`src/design/sha1_pkg.sv`:
```
package sha1_pkg;

    typedef logic [31:0]       t_word;
    typedef logic [4:0][31:0]  t_chain;
    typedef logic [15:0][31:0] t_block;

    typedef struct packed {
        logic start;
        logic reinit;
    } t_core_ctl;

    localparam int BLOCK_WORDS = 16;
    localparam int ROUNDS      = 80;
    localparam int DIGEST_WORDS = 5;

    localparam t_chain H_INIT = {32'hC3D2E1F0, 32'h10325476, 32'h98BADCFE,
                                 32'hEFCDAB89, 32'h67452301};

    localparam t_word K_0 = 32'h5A827999;
    localparam t_word K_1 = 32'h6ED9EBA1;
    localparam t_word K_2 = 32'h8F1BBCDC;
    localparam t_word K_3 = 32'hCA62C1D6;

endpackage

```
`src/design/sha1_core.sv`:
```
module sha1_core (
    input  logic               i_clk,
    input  logic               i_rst_n,
    input  sha1_pkg::t_core_ctl i_ctl,
    input  sha1_pkg::t_block   i_block,
    output sha1_pkg::t_chain   o_chain,
    output logic               o_done
);
    import sha1_pkg::*;

    t_chain      r_h;
    t_word       r_a, r_b, r_c, r_d, r_e;
    t_word       r_w [BLOCK_WORDS];
    logic [6:0]  r_round;
    logic        r_run;
    logic        r_fin;

    t_word w_f;
    t_word w_k;
    t_word w_t;
    t_word w_next;

    always_comb begin
        if (r_round < 7'd20) begin
            w_f = (r_b & r_c) | (~r_b & r_d);
            w_k = K_0;
        end else if (r_round < 7'd40) begin
            w_f = r_b ^ r_c ^ r_d;
            w_k = K_1;
        end else if (r_round < 7'd60) begin
            w_f = (r_b & r_c) | (r_b & r_d) | (r_c & r_d);
            w_k = K_2;
        end else begin
            w_f = r_b ^ r_c ^ r_d;
            w_k = K_3;
        end
    end

    assign w_t    = {r_a[26:0], r_a[31:27]} + w_f + r_e + w_k + r_w[0];
    assign w_next = r_w[13] ^ r_w[8] ^ r_w[2] ^ r_w[0];

    always_ff @(posedge i_clk) begin
        if (!i_rst_n) begin
            r_h     <= H_INIT;
            r_run   <= 1'b0;
            r_fin   <= 1'b0;
            r_round <= '0;
        end else begin
            r_fin <= 1'b0;
            if (i_ctl.start) begin
                r_run   <= 1'b1;
                r_round <= '0;
            end else if (r_run) begin
                r_round <= r_round + 7'd1;
                if (r_round == 7'(ROUNDS - 1)) begin
                    r_run <= 1'b0;
                    r_fin <= 1'b1;
                end
            end
            if (i_ctl.reinit) begin
                r_h <= H_INIT;
            end else if (r_fin) begin
                r_h[0] <= r_h[0] + r_a;
                r_h[1] <= r_h[1] + r_b;
                r_h[2] <= r_h[2] + r_c;
                r_h[3] <= r_h[3] + r_d;
                r_h[4] <= r_h[4] + r_e;
            end
        end
    end

    always_ff @(posedge i_clk) begin
        if (i_ctl.start) begin
            r_a <= r_h[0];
            r_b <= r_h[1];
            r_c <= r_h[2];
            r_d <= r_h[3];
            r_e <= r_h[4];
            for (int i = 0; i < BLOCK_WORDS; i++) begin
                r_w[i] <= i_block[i];
            end
        end else if (r_run) begin
            r_e <= r_d;
            r_d <= r_c;
            r_c <= {r_b[1:0], r_b[31:2]};
            r_b <= r_a;
            r_a <= w_t;
            for (int i = 0; i < BLOCK_WORDS - 1; i++) begin
                r_w[i] <= r_w[i + 1];
            end
            r_w[BLOCK_WORDS - 1] <= {w_next[30:0], w_next[31]};
        end
    end

    assign o_chain = r_h;
    assign o_done  = r_fin;

endmodule

```
`src/design/sha1_hash_engine.sv`:
```
// SHA-1 hash engine.
// Input channel (i_valid / o_stall): one request carries a 32-bit message word,
// left aligned, with its count of valid leading bits (above 32 counts as 32)
// and a last-word flag. Bits are packed into 512-bit blocks.
// Output channel (o_valid / i_stall): after a last word the digest leaves as
// five requests, h0 first; o_digest_last marks h4.
// Words that do not complete a block are taken at one per cycle while o_stall
// is low. A word that completes a block holds o_stall while the block is
// handed over, the single round unit runs the 80 rounds and the chaining add
// is done. After a last word, padding sets the pad bit, writes the bit length
// and compresses each padded block (one or two, plus one more if the word
// itself filled a block), then the digest is shown until the receiver takes it.
// The input rate is set by the one-round-per-cycle compression loop.
// While i_stall is high the current digest word holds. Reset (synchronous,
// active low) empties the block, clears the length and loads the initial
// chaining value; no clearing pass is needed.
module sha1_hash_engine (
    input  logic        i_clk,
    input  logic        i_rst_n,
    input  logic        i_valid,
    output logic        o_stall,
    input  logic [31:0] i_message_word,
    input  logic [5:0]  i_valid_bits,
    input  logic        i_last_word,
    output logic        o_valid,
    input  logic        i_stall,
    output logic [31:0] o_digest_word,
    output logic        o_digest_last
);
    import sha1_pkg::*;

    typedef enum logic [5:0] {
        S_IDLE  = 6'b000001,
        S_FLUSH = 6'b000010,
        S_BUSY  = 6'b000100,
        S_PAD   = 6'b001000,
        S_LEN   = 6'b010000,
        S_OUT   = 6'b100000
    } t_state;

    t_state      r_state, n_state;
    t_state      r_ret, n_ret;
    t_block      r_block, n_block;
    logic [8:0]  r_fill, n_fill;
    t_word       r_spill, n_spill;
    logic [63:0] r_msg_bits, n_msg_bits;
    logic [2:0]  r_idx, n_idx;

    t_core_ctl   w_ctl;
    t_chain      w_chain;
    logic        w_done;

    logic [5:0]  w_n;
    t_word       w_masked;
    t_word       w_hi;
    t_word       w_lo;
    logic [9:0]  w_sum;
    logic [3:0]  w_widx;
    t_word       w_pad_bit;

    sha1_core u_core (
        .i_clk   (i_clk),
        .i_rst_n (i_rst_n),
        .i_ctl   (w_ctl),
        .i_block (r_block),
        .o_chain (w_chain),
        .o_done  (w_done)
    );

    assign w_n      = (i_valid_bits > 6'd32) ? 6'd32 : i_valid_bits;
    assign w_masked = i_message_word & ~(32'hFFFFFFFF >> w_n);
    assign {w_hi, w_lo} = {w_masked, 32'h0} >> r_fill[4:0];
    assign w_sum    = {1'b0, r_fill} + {4'd0, w_n};
    assign w_widx   = r_fill[8:5];
    assign w_pad_bit = 32'h80000000 >> r_fill[4:0];

    always_comb begin
        n_state    = r_state;
        n_ret      = r_ret;
        n_block    = r_block;
        n_fill     = r_fill;
        n_spill    = r_spill;
        n_msg_bits = r_msg_bits;
        n_idx      = r_idx;
        w_ctl      = '0;
        case (r_state)
            S_IDLE: begin
                if (i_valid) begin
                    for (int i = 0; i < BLOCK_WORDS; i++) begin
                        if (i == int'(w_widx)) begin
                            n_block[i] = r_block[i] | w_hi;
                        end
                        if (i == int'(w_widx) + 1) begin
                            n_block[i] = r_block[i] | w_lo;
                        end
                    end
                    n_fill     = w_sum[8:0];
                    n_spill    = (w_widx == 4'd15) ? w_lo : '0;
                    n_msg_bits = r_msg_bits + {58'd0, w_n};
                    if (w_sum[9]) begin
                        n_state = S_FLUSH;
                        n_ret   = i_last_word ? S_PAD : S_IDLE;
                    end else if (i_last_word) begin
                        n_state = S_PAD;
                    end
                end
            end
            S_FLUSH: begin
                w_ctl.start = 1'b1;
                n_block     = '0;
                n_block[0]  = r_spill;
                n_spill     = '0;
                n_state     = S_BUSY;
            end
            S_BUSY: begin
                if (w_done) begin
                    n_state = r_ret;
                end
            end
            S_PAD: begin
                for (int i = 0; i < BLOCK_WORDS; i++) begin
                    if (i == int'(w_widx)) begin
                        n_block[i] = r_block[i] | w_pad_bit;
                    end
                end
                n_fill = '0;
                if (r_fill[8:6] == 3'b111) begin
                    n_ret   = S_LEN;
                    n_state = S_FLUSH;
                end else begin
                    n_state = S_LEN;
                end
            end
            S_LEN: begin
                n_block[14] = r_msg_bits[63:32];
                n_block[15] = r_msg_bits[31:0];
                n_ret       = S_OUT;
                n_state     = S_FLUSH;
            end
            S_OUT: begin
                if (!i_stall) begin
                    if (r_idx == 3'(DIGEST_WORDS - 1)) begin
                        n_idx        = '0;
                        w_ctl.reinit = 1'b1;
                        n_msg_bits   = '0;
                        n_state      = S_IDLE;
                    end else begin
                        n_idx = r_idx + 3'd1;
                    end
                end
            end
            default: begin
                n_state = S_IDLE;
            end
        endcase
    end

    always_ff @(posedge i_clk) begin
        if (!i_rst_n) begin
            r_state    <= S_IDLE;
            r_ret      <= S_IDLE;
            r_block    <= '0;
            r_fill     <= '0;
            r_spill    <= '0;
            r_msg_bits <= '0;
            r_idx      <= '0;
        end else begin
            r_state    <= n_state;
            r_ret      <= n_ret;
            r_block    <= n_block;
            r_fill     <= n_fill;
            r_spill    <= n_spill;
            r_msg_bits <= n_msg_bits;
            r_idx      <= n_idx;
        end
    end

    assign o_stall       = (r_state != S_IDLE);
    assign o_valid       = (r_state == S_OUT);
    assign o_digest_word = w_chain[r_idx];
    assign o_digest_last = (r_idx == 3'(DIGEST_WORDS - 1));

    a_done_in_busy: assert property (@(posedge i_clk) disable iff (!i_rst_n)
        w_done |-> r_state == S_BUSY)
        else $error("compression finished outside of busy wait");

    a_overflow_flush: assert property (@(posedge i_clk) disable iff (!i_rst_n)
        (i_valid && !o_stall && w_sum[9]) |=> r_state == S_FLUSH)
        else $error("full block not handed to round unit");

    a_out_clears: assert property (@(posedge i_clk) disable iff (!i_rst_n)
        (o_valid && !i_stall && o_digest_last) |=> (r_fill == '0 && r_msg_bits == '0))
        else $error("message state not cleared after digest");

    a_pad_block_empty: assert property (@(posedge i_clk) disable iff (!i_rst_n)
        (r_state == S_FLUSH) |=> (r_block[15:1] == '0))
        else $error("block not cleared after hand-over");

endmodule
```
`config.mk`:
```
export PLATFORM = sky130hd
export DESIGN_NAME = sha1_hash_engine
export DESIGN_NICKNAME = d
export VERILOG_FILES = /design/src/design/sha1_pkg.sv /design/src/design/sha1_core.sv /design/src/design/sha1_hash_engine.sv
export SDC_FILE = /design/constraint.sdc
export NUM_CORES = 2
export LEC_CHECK = 0
export BUFFER_PORTS_ARGS = -buffer_cell sky130_fd_sc_hd__buf_2
export CORE_ASPECT_RATIO = 1.4
export CORE_MARGIN = 5
export CORE_UTILIZATION = 35
export CTS_CLUSTER_DIAMETER = 60
export CTS_CLUSTER_SIZE = 25
export DETAILED_ROUTE_END_ITERATION = 10
export GPL_TIMING_DRIVEN = 0
export MAX_ROUTING_LAYER = met4
export PLACE_DENSITY = 0.49
export SYNTH_ARGS = -nofsm -noshare
export SYNTH_HDL_FRONTEND = slang
export SYNTH_SLANG_ARGS = --single-unit
```
`constraint.sdc`:
```
create_clock -name i_clk -period 23.6 [get_ports i_clk]
set_input_delay 2.36 -clock i_clk [delete_from_list [all_inputs] [get_ports i_clk]]
set_output_delay 2.36 -clock i_clk [all_outputs]
set_load 0.05 [all_outputs]
```
==> out/summary.txt <==
====================================================================================================
Run status ............................................................................ finished with violations
Failing checks ........................................................................ capacitance limit, slew limit
Final-stage net count .................................................................         9514
Post-synth EDFFs ......................................................................          672
Pre-CTS setup slack ...................................................................     12.73 ns
Power Density ......................................................................... 70.2 nW/um^2
Synthesized area ......................................................................   81200 um^2
Post-layout utilization of the core ...................................................        0.393
GR Layer Usage met1 ...................................................................        0.342
Pin slew with the least headroom to its limit .........................................      1.59 ns
Total wire length after detailed routing ..............................................       444 mm
Global-route track usage on met2 ......................................................        0.613
Worst path required time ..............................................................     24.15 ns
Chip width ............................................................................       417 um
Remaining number of nets flagged by the antenna check after routing ...................            0
Post-detailed-placement half-perimeter wirelength .....................................       361 mm
Post-synthesis sequential area ratio ..................................................        0.445
Post-cts hold buffer count ............................................................            0
Wire per inst .........................................................................      36.1 um
Grt total ovfl ........................................................................            0
Min-Delay Path Class .................................................................. register to register
Number of search-and-repair iterations in the first detailed-routing pass .............            7
Share of the synthesized area in the top cell type ....................................        0.248
Net count after synthesis .............................................................         9269
Pin count of the biggest net entering global routing ..................................           66
RSZ-0062 raised after global routing ..................................................           no
CTS root buffer ....................................................................... sky130_fd_sc_hd__clkbuf_16
Final setup fails .....................................................................            0
Final weighted congestion in routability-driven placement .............................         1.11
Post-route design area ................................................................   90900 um^2
Residual DRC count ....................................................................            0
Slew Viols, Final .....................................................................          112
Worst Reg2Reg Path Length in Cells ....................................................           26
End of the critical path .............................................................. u_core.r_a[30]
Worst EP arrival ......................................................................     11.30 ns
Number of CTS-inserted buffers ........................................................          141
Post-Place Cell Area ..................................................................   86100 um^2
Count of yosys warnings during synthesis ..............................................            0
Most instantiated flip-flop cell in the synthesis netlist ............................. sky130_fd_sc_hd__dfxtp_1
Post-synth ARST share .................................................................            0
Worst clock skew on the final layout ..................................................    0.0842 ns
Number of antenna violations at the first check in global routing .....................           27
GRT Resource Usage Total ..............................................................        0.365
Clock latency on the worst-skew pair ..................................................      0.89 ns
Static Leakage ........................................................................      34.3 nW
Area Growth Syn to Fin ................................................................        11.9%
Most area-hungry cell type in the Yosys netlist ....................................... sky130_fd_sc_hd__edfxtp_1
First-iteration detailed-routing DRC count ............................................         7286
I/O Buffers ...........................................................................           73
Type of the setup path with the least slack ........................................... register to register
Vias ..................................................................................        73400
CTS HTree Levels ......................................................................            4
Final TNS setup .......................................................................         0 ns
Most heavily used metal layer in global routing .......................................         met2
Clock-pin slew reported for the worst setup and hold paths after clock tree synthesis .      0.07 ns
Vert. Die Dim .........................................................................       580 um
TritonCTS clock tree ..................................................................          yes
Final period util .....................................................................        0.456
Post-Synthesis Cells ..................................................................         8865
Start point of the critical path ...................................................... u_core.r_round[4]
Resized cells post-CTS ................................................................            0
Met3 track utilization from global routing ............................................       0.0596
Number of hold violations in the final report .........................................            0
Endpoint of the worst-slack reg-to-reg timing path .................................... u_core.r_a[30]
Number of I/O pins ....................................................................           78
Yosys cell types ......................................................................          111
Kind of end point of the critical path ................................................     register
Core footprint ........................................................................  231000 um^2
Number of stages on the worst hold path ...............................................            2
Critical R2R Launch ................................................................... u_core.r_round[4]
Highest achievable clock rate .........................................................     93.0 MHz
TritonCTS sink count ..................................................................         1470
Post-CTS setup buffer count ...........................................................            0
# rows ................................................................................          209
Wire length of the first global-routing pass ..........................................       596 mm
Fraction of layout cells with a size suffix above 1 ...................................        0.101
Largest fanout of any net on the critical path ........................................           11
Maximum number of buffers from clock root to sink .....................................            4
Worst setup SP type ...................................................................     register
Average footprint of a synthesized cell ...............................................    9.16 um^2
Max-Cap Viols .........................................................................           17
Time the worst path needs with I/O delays and setup ...................................     10.76 ns
Number of global-route vias before repair .............................................        72200
Vias per std cell .....................................................................         5.97
Die footprint .........................................................................  242000 um^2
Effective utilization at floorplan ....................................................        0.351
Worst voltage drop across the vdd grid ................................................      62.2 uV
Count of non-filler cells in the finished layout ......................................        12300
Cell count after placement ............................................................        12000
Slew Limit Headroom ...................................................................      -0.0652
Setup ws final ........................................................................     12.84 ns
Top area cells in the synthesized netlist ............................................. sky130_fd_sc_hd__edfxtp_1, sky130_fd_sc_hd__dfxtp_1, sky130_fd_sc_hd__nand2_1
Seq cells post-synth ..................................................................         1470
Register-to-register setup slack ......................................................     12.84 ns
====================================================================================================
-- cells in the mapped netlist (49+ instances only) --
master	number
sky130_fd_sc_hd__nor2_1	988
sky130_fd_sc_hd__inv_1	274
sky130_fd_sc_hd__a221oi_1	54
sky130_fd_sc_hd__o21ai_0	563
sky130_fd_sc_hd__a211oi_1	52
sky130_fd_sc_hd__nand3_1	88
sky130_fd_sc_hd__buf_2	56
sky130_fd_sc_hd__mux4_2	49
sky130_fd_sc_hd__mux2_2	350
sky130_fd_sc_hd__a2111oi_0	71
sky130_fd_sc_hd__clkbuf_1	499
sky130_fd_sc_hd__o211ai_1	57
sky130_fd_sc_hd__nor3_1	109
sky130_fd_sc_hd__dfxtp_1	798
sky130_fd_sc_hd__nor2b_1	88
sky130_fd_sc_hd__edfxtp_1	672
sky130_fd_sc_hd__a21o_1	97
sky130_fd_sc_hd__xor2_1	100
sky130_fd_sc_hd__o221ai_1	121
sky130_fd_sc_hd__a21oi_1	841
sky130_fd_sc_hd__fa_1	126
sky130_fd_sc_hd__mux2i_1	83
sky130_fd_sc_hd__xnor2_1	218
sky130_fd_sc_hd__nand2_1	1416
sky130_fd_sc_hd__and2_1	57
sky130_fd_sc_hd__ha_1	235
sky130_fd_sc_hd__o22ai_1	80
-- through the flow --
stage / power [mW] / hold slack, ns
final: 6.38 / 0.465
after global routing: 6.52 / 0.485
after CTS: 6.35 / 0.463
after detailed placement: 3.89 / 0.448
after global placement: 3.88 / 0.441
after floorplan: 3.43 / 0.431
-- worst min-delay path by stage --
stage,startpoint,endpoint,slack [ns]
after floorplan,r_block[103],r_block[103],0.43
after global placement,r_block[66],r_block[66],0.44
after detailed placement,r_block[34],r_block[34],0.45
after CTS,r_ret[3],r_state[3],0.46
after global routing,r_ret[3],r_state[3],0.49
final,r_ret[3],r_state[3],0.46
-- report_power, final --
group	switching, mW	internal [mW]
combinational	0.772	0.321
clock	1.22	1.27
sequential	0.0695	2.73
total	2.06	4.32
-- flip-flops by register name, summed over array words and instances (netlist names) --
register and flops:
r_block 512, r_fill 9, r_idx 3, r_msg_bits 64
r_ret 4, r_spill 31, r_state 6, u_core.o_chain 160
u_core.o_done 1, u_core.r_a 32, u_core.r_b 32, u_core.r_c 32
u_core.r_d 32, u_core.r_e 32, u_core.r_round 7, u_core.r_run 1
u_core.r_w 512
-- metal layers --
layer	up-vias	routed length, um
li1	32100	-
met1	36000	142000
met2	3665	216000
met3	1631	25900
met4	0	60600
met5	-	0
-- layout make-up --
class,count,area [um^2]
Sequential cell,1470,36200
Fill cell,23600,140000
Tap cell,3059,3830
Multi-Input combinational cell,6505,41700
Clock buffer,163,3800
Buffer,612,2470
Antenna cell,24,60.1
Timing Repair Buffer,102,926
Inverter,278,1040
Clock inverter,86,945
-- placed cells by master (no fill, tap or decap), types with 51 or more instances in the layout --
cell                           n
sky130_fd_sc_hd__xnor2_1     218
sky130_fd_sc_hd__a211oi_1     51
sky130_fd_sc_hd__inv_1       274
sky130_fd_sc_hd__clkbuf_16   145
sky130_fd_sc_hd__nand3_1      88
sky130_fd_sc_hd__dfxtp_1     798
sky130_fd_sc_hd__o221ai_1    121
sky130_fd_sc_hd__o21ai_0     561
sky130_fd_sc_hd__nor3_1      106
sky130_fd_sc_hd__edfxtp_1    672
sky130_fd_sc_hd__xor2_1      100
sky130_fd_sc_hd__mux2i_1      83
sky130_fd_sc_hd__fa_1        126
sky130_fd_sc_hd__nor2b_1      88
sky130_fd_sc_hd__o211ai_1     57
sky130_fd_sc_hd__buf_2       134
sky130_fd_sc_hd__nor2_1      983
sky130_fd_sc_hd__mux2_2      350
sky130_fd_sc_hd__clkbuf_1    486
sky130_fd_sc_hd__ha_1        235
sky130_fd_sc_hd__a2111oi_0    71
sky130_fd_sc_hd__a221oi_1     54
sky130_fd_sc_hd__a21oi_1     841
sky130_fd_sc_hd__a21o_1       97
sky130_fd_sc_hd__nand2_1    1416
sky130_fd_sc_hd__and2_1       57
sky130_fd_sc_hd__o22ai_1      79
-- critical path: stages (launching register included) --
cell	delay, ns
sky130_fd_sc_hd__dfxtp_1	0.30
sky130_fd_sc_hd__clkbuf_1	0.19
sky130_fd_sc_hd__a41oi_1	1.21
sky130_fd_sc_hd__inv_1	0.79
sky130_fd_sc_hd__nor2_1	0.39
sky130_fd_sc_hd__clkinv_1	0.62
sky130_fd_sc_hd__nand2_1	0.90
sky130_fd_sc_hd__buf_1	0.95
sky130_fd_sc_hd__nor2_1	0.07
sky130_fd_sc_hd__nor2_1	0.26
sky130_fd_sc_hd__fa_1	0.47
sky130_fd_sc_hd__fa_1	0.50
sky130_fd_sc_hd__inv_1	0.05
sky130_fd_sc_hd__fa_1	0.52
sky130_fd_sc_hd__inv_1	0.05
sky130_fd_sc_hd__ha_1	0.26
sky130_fd_sc_hd__a21o_1	0.16
sky130_fd_sc_hd__a21oi_1	0.21
sky130_fd_sc_hd__o21bai_1	0.12
sky130_fd_sc_hd__a21boi_1	0.31
sky130_fd_sc_hd__a21oi_1	0.29
sky130_fd_sc_hd__a211o_1	0.43
sky130_fd_sc_hd__a221o_1	0.44
sky130_fd_sc_hd__a311o_1	0.41
sky130_fd_sc_hd__a311oi_2	0.28
sky130_fd_sc_hd__xnor2_1	0.16
sky130_fd_sc_hd__o21ai_1	0.08
-- kinds of logic after synthesis --
family	after synthesis	share of synthesized area
compound gates	2359	0.183
xor+xnor	318	0.0343
fa+ha+maj	361	0.0673
buf+inv	890	0.0429
flops	1470	0.445
mux	484	0.0729
simple gates	2983	0.154
Note: power is estimated with default switching activity, not from simulation.
